File: config.mk
export PLATFORM = sky130hd
export DESIGN_NAME = pdag_ram
export DESIGN_NICKNAME = d
export VERILOG_FILES = /design/src/rtl/core/pdag_ram.sv
export SDC_FILE = /design/constraint.sdc
export NUM_CORES = 1
export LEC_CHECK = 0
export BUFFER_PORTS_ARGS = -buffer_cell sky130_fd_sc_hd__buf_2
export CAP_MARGIN = 10
export CORE_MARGIN = 2
export CORE_UTILIZATION = 35
export DETAILED_ROUTE_END_ITERATION = 8
export PLACE_DENSITY = 0.49
export SLEW_MARGIN = 5
export SYNTH_ARGS = -nofsm -noshare
export SYNTH_HDL_FRONTEND = slang
export SYNTH_SLANG_ARGS = --single-unit
File: constraint.sdc
create_clock -name i_clk -period 4.05 [get_ports i_clk]
set_input_delay 0.6075 -clock i_clk [delete_from_list [all_inputs] [get_ports i_clk]]
set_output_delay 0.6075 -clock i_clk [all_outputs]
set_load 0.02 [all_outputs]
File: src/rtl/core/pdag_ram.sv
// generic single write port ram with registered read
`default_nettype none
module pdag_ram #(
    parameter int W = 8,
    parameter int D = 16
) (
    input  wire logic                          i_clk,
    input  wire logic                          i_we,
    input  wire logic [(D > 1 ? $clog2(D) : 1)-1:0] i_waddr,
    input  wire logic [W-1:0]                  i_wdata,
    input  wire logic [(D > 1 ? $clog2(D) : 1)-1:0] i_raddr,
    output logic      [W-1:0]                  o_rdata
);
    logic [W-1:0] r_mem [D];

    always_ff @(posedge i_clk) begin
        if (i_we) begin
            r_mem[i_waddr] <= i_wdata;
        end
        o_rdata <= r_mem[i_raddr];
    end
endmodule
`default_nettype wire

==> run summary <==
Nature of the critical path endpoint: flip-flop
Worst Path Required: 4.34 ns
Initial antenna violation count: 0
Worst Clk Skew: 0.009087 ns
Pleak: 2.020 nW
Die Span X: 125.3 µm
Fmax: 467.5 MHz
Total track usage: 0.1355
# rows: 44
CP startpoint kind: primary input
Status: completed
Gate power share: 0.044
Global-route wire length before repair: 15280 µm
CP endpoint: o_rdata[1]$_DFF_P_
PortBufs: 25
Final min period: 2.139 ns
Yosys cell types: 19
Sequential share of the synthesized area: 0.7778
Setup-failing EPs final: 0
Pins Over Slew Limit: 0
Synth-to-Final Area Change: 18.35%
Die area: 15690 µm²
Total power: 3.374 mW
Commonest cells after routing, fill and taps aside: edfxtp_1, buf_2, mux4_2, clkbuf_16, a22oi_1
Ant diodes: 0
Final WL: 9978 µm
Syn Inst Count: 229
Via density: 5.140
Initial core utilization: 0.3569
R2r setup slk: 2.69 ns
Share of cells above drive strength 1: 0.2821
Post CTS Setup Buffer Count: 0
H-tree depth: 4
Gp weighted congestion: 0.6721
Worst r2r src: r_mem[12][6]$_DFFE_PP_
CTS Buf Count: 17
Clk slew on worst S/H paths: 0.06 ns
Power Dens Cells: 553.8 nW/µm²
Switching power: 0.6566 mW
Max clock buf depth: 2
Clk sinks: 136
Post-CTS resize count: 0
Clk network pwr share: 0.487
Post-route DRC violation count: 0
CORE AREA: 14420 µm²
Yosys warns: 0
RSZ-0062 raised after global routing: no
Clk_lat worst skew: 0.41 ns
Detailed Route Iter0 Violations: 193
Vias in the first global route: 2510
WS Path Type: primary input to flip-flop
Ports: 26
Fin crit share: 0.5281
Vias: 2385
Yosys reg bits: 136
Final nets: 286
Cts hold-fix bufs: 0
Max FO, Critical Path: 21
Layout Utilization: 0.4224
Reg-to-Reg End: o_rdata[6]$_DFF_P_
Post-Syn Area: 5147 µm²
Worst min path class: primary input to flip-flop
Iteration count of the initial detailed-routing pass: 4
Worst reg2reg path depth: 3
Wire per inst: 21.50 µm
Setup crit start: i_raddr[0]
Total grt overflow: 0
Sequential group share of total power: 0.469
Final hold viol count: 0
TritonCTS clock tree: built
Routed Antenna Nets: 0
Max Cap Viol: 0
Mean Syn Cell Area: 22.48 µm²
CTS root buf: clkbuf_16
Switching Share: 0.1946
Maximum VDD drop: 0.3662 mV
Final HPWL DP: 6392 µm
Largest net degree at the start of global routing: 33
Die Ht: 125.3 µm
P_int: 2.717 mW
Rel. slew slack: 0.2848
Commonest non-fill, non-tap cell in the layout: edfxtp_1
Slew @ Worst Pin: 1.069 ns
Synthesized Nets: 247
TNS Setup: 0 ns
CP Data Arrival Time: 2.43 ns
==> logic make-up after synthesis <==
| family | share of synthesized area |
|---|---|
| AO/OA/AOI/OAI | 0.02334 |
| buffers and inverters | 0.01677 |
| flip-flops | 0.7778 |
| multiplexers | 0.1502 |
| AND/OR/NAND/NOR | 0.03184 |
==> sequential cells by signal (all words and copies together) (netlist names) <==
register,flops
o_rdata,8
r_mem,128
==> stage by stage <==
step / instances / hold WS [ns] / area [µm²] / worst slack [ns]
floorplan: 229 / 0.6293 / 5147 / 1.950
global placement: 433 / 0.6656 / 5459 / 1.453
detailed placement: 433 / 0.6778 / 5459 / 1.392
CTS: 464 / 0.5682 / 6092 / 1.836
global route: 464 / 0.5793 / 6092 / 1.724
finish: 464 / 0.5785 / 6092 / 1.911
==> worst min-delay path by stage <==
stage	endpoint	slack [ns]	startpoint	cells past startpoint
after global placement	o_rdata[1]$_DFF_P_	0.67	r_mem[4][1]$_DFFE_PP_	3
after detailed placement	o_rdata[2]$_DFF_P_	0.68	r_mem[0][2]$_DFFE_PP_	3
after CTS	r_mem[6][4]$_DFFE_PP_	0.57	i_wdata[4]	1
final	r_mem[15][4]$_DFFE_PP_	0.58	i_wdata[4]	1
after global routing	r_mem[15][4]$_DFFE_PP_	0.58	i_wdata[4]	1
after floorplan	o_rdata[0]$_DFF_P_	0.63	r_mem[7][0]$_DFFE_PP_	3
==> critical path, stage by stage <==
cell	delay [ns]
buf_2	0.59
buf_4	0.32
mux4_1	0.57
a22oi_1	0.27
nand2_1	0.07
==> routing by layer <==
metal	up-vias	global-route usage	share of wire
li1	1052	-	-
met2	54	0.1995	0.46
met3	9	0.03937	0.043
met4	0	0.04706	0.011
met1	1270	0.1942	0.48
met5	-	0	0
==> cells in the mapped netlist <==
| master | number | area, µm² |
|---|---|---|
| nand2_1 | 9 | 33.78 |
| a22oi_1 | 16 | 120.1 |
| nand3b_1 | 2 | 15.01 |
| buf_2 | 3 | 15.01 |
| clkdlybuf4s25_2 | 3 | 30.03 |
| or3b_2 | 1 | 8.760 |
| nor3_1 | 4 | 20.02 |
| dfxtp_1 | 8 | 160.2 |
| nand3_1 | 1 | 5.000 |
| edfxtp_1 | 128 | 3844 |
| mux4_2 | 18 | 405.4 |
| nand2b_1 | 2 | 12.51 |
| buf_6 | 3 | 33.78 |
| nor2_1 | 13 | 48.80 |
| nor2b_1 | 1 | 6.260 |
| and2b_1 | 1 | 7.510 |
| buf_4 | 1 | 7.510 |
| mux4_1 | 14 | 367.9 |
| and2_1 | 1 | 6.260 |
==> power by group through the flow <==
stage,clock network [mW],registers (mW),logic [mW]
2_1_floorplan,0,1.62,0.0799
3_3_place_gp,0,1.61,0.151
3_5_place_dp,0,1.61,0.152
4_1_cts,1.66,1.58,0.152
5_1_grt,1.73,1.59,0.162
6_report,1.64,1.58,0.148
==> final cells by class <==
cell class                      instances  area [µm²]
Clock buffer                           18       429.2
Timing Repair Buffer                   30       162.7
Clock inverter                         13       203.9
Tap cell                              184       230.2
Sequential cell                       136        4004
Fill cell                            1269        8332
Multi-Input combinational cell         83        1062
Note: power is estimated with default switching activity, not from simulation.
