<file path="src/rtl/core/pdag_mul.sv">
// shared 24x24 multiplier with registered product
`default_nettype none
module pdag_mul (
    input  wire logic        i_clk,
    input  wire logic [23:0] i_a,
    input  wire logic [23:0] i_b,
    output logic      [47:0] o_p
);
    always_ff @(posedge i_clk) begin
        o_p <= 48'(i_a) * 48'(i_b);
    end
endmodule
`default_nettype wire

</file>
<file path="config.mk">
export PLATFORM = sky130hd
export DESIGN_NAME = pdag_mul
export DESIGN_NICKNAME = d
export VERILOG_FILES = /design/src/rtl/core/pdag_mul.sv
export SDC_FILE = /design/constraint.sdc
export NUM_CORES = 1
export LEC_CHECK = 0
export BUFFER_PORTS_ARGS = -buffer_cell sky130_fd_sc_hd__clkbuf_2
export CELL_PAD_IN_SITES_DETAIL_PLACEMENT = 0
export CELL_PAD_IN_SITES_GLOBAL_PLACEMENT = 1
export CORE_ASPECT_RATIO = 0.9
export CORE_MARGIN = 3
export CORE_UTILIZATION = 45
export CTS_BUF_LIST = sky130_fd_sc_hd__clkbuf_2 sky130_fd_sc_hd__clkbuf_4 sky130_fd_sc_hd__clkbuf_8
export DETAILED_ROUTE_END_ITERATION = 10
export PLACE_DENSITY_LB_ADDON = 0.2
export SYNTH_ARGS = -nofsm -noshare
export SYNTH_HDL_FRONTEND = slang
export SYNTH_SLANG_ARGS = --single-unit
</file>
<file path="constraint.sdc">
create_clock -name i_clk -period 6.2 [get_ports i_clk]
set_clock_uncertainty 0.1 [all_clocks]
set_input_delay 0.62 -clock i_clk [delete_from_list [all_inputs] [get_ports i_clk]]
set_output_delay 0.62 -clock i_clk [all_outputs]
set_load 0.02 [all_outputs]
</file>
==> run summary <==
Status: finished, violations left
Failing checks: negative setup slack
Die Span Y: 206 um
Core area: 43500 um^2
DRC: 0
Critical path class: in2reg
Synth Warn #: 0
Hold Fails Final Rpt: 0
First-pass iteration count of the detailed router: 5
Largest register FFs: 48
Number of global-route vias before repair: 16400
Mean Syn Cell Area: 8.96 um^2
Relative slew margins: 75.3%
Critical path peak fanout: 5
CP bufs+invs: 8
Vias: 15100
Hold WC Path Type: in2reg
Share of cells above drive strength 1: 21.3%
Initial core utilization: 46.1%
CTS tree: done
Biggest register: o_p
First-pass GRT wire length: 90600 um
Htree depth: 2
Clock transition at the registers of the reported paths: 0.10 ns
Hold Path Stages: 3
Gr busiest metal: met1
Max-Cap Viols: 0
Nets: 3211
Pin count of the biggest net entering global routing: 21
Post-route setup slack: -0.399 ns
Sink Count: 48
Chip Width: 229 um
Met1 usage: 37.7%
Crit start category: primary input
Port Buffers: 96
Syn-to-layout area delta: 21.9%
Worst path slowest cell: fa_2
Count of cell types in the netlist: 51
Seq cells post-synth: 48
Final period utilization: 106%
M2 GR Usage: 35.6%
Clock buffer depth: 2
Gr usage total: 24.6%
Primary FF master, synth: dfxtp_1
Max incr delay on CP: 0.61 ns
CP Capture Type: flop
DIE AREA: 47100 um^2
Grt ovf: 0
EDFF count, synth: 0
Top-area cell type share of the netlist area: 48.1%
Pre-CTS setup slack: -0.954 ns
TritonCTS Buffers: 5
Hold EP: o_p[0]$_DFF_P_
Routability cong.: 0.897
Fin cells: 3102
Min Clock Period, post-route: 6.60 ns
CTS Root Cell: clkbuf_8
Placed cells: 3061
Net count after synthesis: 2943
# setup viols final: 25
ANT nets after route: 0
Biggest regs: o_p (48)
Yosys top cell by area: fa_1
RSZ-0062 raised after global routing: true
Cell area after synthesis: 20100 um^2
Worst-path cell chain: buf_12, clkbuf_16, and2_4, fa_1, fa_1, inv_2, fa_1, fa_1, inv_2, fa_1, fa_2, inv_2, fa_1, inv_2, ha_4, and3_1, nand2_2, a2111oi_4, nor4_2, buf_4, buf_4, nor2_2, a21oi_1, xnor2_1
Initial antenna violation count: 3
FMAX: 0.152 GHz
CP Data Required Time: 6.37 ns
Hold Startpoint: i_b[0]
Post-Syn Instances: 2238
Rows: 72
I/O Pins: 97
Seq/Total Area, Yosys: 4.79%
Worst slew pin tran: 0.366 ns
Post-synth ARST share: 0%
CP arrival: 6.77 ns
Cell mode on critical path: fa_1
CP top delay family: adder cells
Vias per std cell: 4.88
1st-iter DRT viols: 758
WL final: 55800 um
Setup TNS: -5.57 ns
Routed wire per std cell: 18.0 um
Largest cells by area after synthesis: fa_1 (48%), ha_1 (11%), inv_1 (10%)
Final HPWL DP: 48500 um
M3 GR Usage: 6.30%
Final Slew Violations: 0
## metal layers
metal | vias to the layer above | wire length [um]
li1 | 7034 | -
met1 | 7653 | 27200
met2 | 415 | 23400
met3 | 36 | 4380
met4 | 0 | 779
met5 | - | 0
## cells in the final DEF (no fill, tap or decap), types with 6 or more instances in the layout
cell type / Yosys / layout
clkbuf_2: 0 / 63
buf_4: 0 / 231
nand2_2: 0 / 8
a21o_1: 16 / 16
xnor2_2: 0 / 6
nand4_1: 13 / 13
xor2_1: 13 / 12
clkbuf_4: 0 / 10
inv_1: 559 / 545
ha_1: 174 / 157
fa_1: 482 / 458
nor2_1: 21 / 19
inv_2: 0 / 14
nand2_1: 307 / 297
o21bai_1: 8 / 8
clkbuf_8: 0 / 16
buf_12: 0 / 19
clkbuf_16: 0 / 8
a21oi_1: 48 / 33
and2_1: 304 / 284
nand3_1: 14 / 9
dfxtp_1: 48 / 48
xnor2_1: 30 / 24
a21oi_2: 1 / 9
ha_4: 0 / 17
buf_6: 0 / 21
nor3_1: 10 / 7
fa_2: 0 / 24
and2_4: 0 / 20
a21oi_4: 0 / 7
o21ai_0: 15 / 7
## how the worst max path moves through the flow
stage,start,endpoint,cells after the start,slack (ns)
3_5_place_dp,i_a[12],o_p[43]$_DFF_P_,25,-0.95
5_1_grt,i_a[10],o_p[45]$_DFF_P_,26,-0.58
2_1_floorplan,i_b[13],o_p[46]$_DFF_P_,23,-0.24
3_3_place_gp,i_a[12],o_p[43]$_DFF_P_,25,-0.93
6_report,i_a[10],o_p[37]$_DFF_P_,24,-0.40
4_1_cts,i_a[10],o_p[46]$_DFF_P_,25,-0.32
## cells by family (layout without fill, tap and decap cells)
group	count (synthesis)	after routing	share of synthesized area (%)
buffers and inverters	664	933	12.5
AND/OR/NAND/NOR	696	696	17.6
XOR/XNOR	43	43	1.88
other	0	3	0
AO/OA/AOI/OAI	131	131	4.32
adder cells (fa/ha/maj)	656	656	59.0
flip-flops	48	48	4.79
## synthesized netlist by cell type, drive strengths merged, types with 8 or more instances
cell / instances
nand3: 14
dfxtp: 48
a211oi: 8
a21o: 16
ha: 174
nand4: 13
clkbuf: 98
xnor2: 30
and2: 304
fa: 482
nor2: 22
nor3: 10
o21bai: 8
inv: 559
xor2: 13
o21ai: 20
nand2: 307
a21oi: 49
## area by class of cell
class | instances | area, um^2
fillers | 3973 | 19100
inverters | 559 | 2100
clock inverters | 3 | 18.8
repair buffers | 366 | 3150
multi-input cells | 1526 | 17400
clock buffers | 5 | 68.8
flip-flops and latches | 48 | 961
well taps | 592 | 741
diodes | 3 | 7.51
## metrics by stage
stage / utilization [%] / hold WS [ns] / cell area [um^2]
floorplan: - / 0.647 / 20500
global placement: 53.2 / 0.937 / 23200
detailed placement: 53.2 / 0.934 / 23200
CTS: 54.8 / 0.689 / 23900
global route: 56.2 / 0.695 / 24500
finish: 56.2 / 0.683 / 24500
## repair_timing
item,4_1_cts,5_1_grt
pin swaps,38,41
setup buffers,11,15
setup endpoints to repair,28,30
gates resized for setup,112,100
hold endpoints to repair,0,0
hold buffers,0,0
gates cloned,1,7
Power is left out: the tool's default activity adds up to more than one toggle a clock period on the data nets, which glitch-free logic cannot reach.
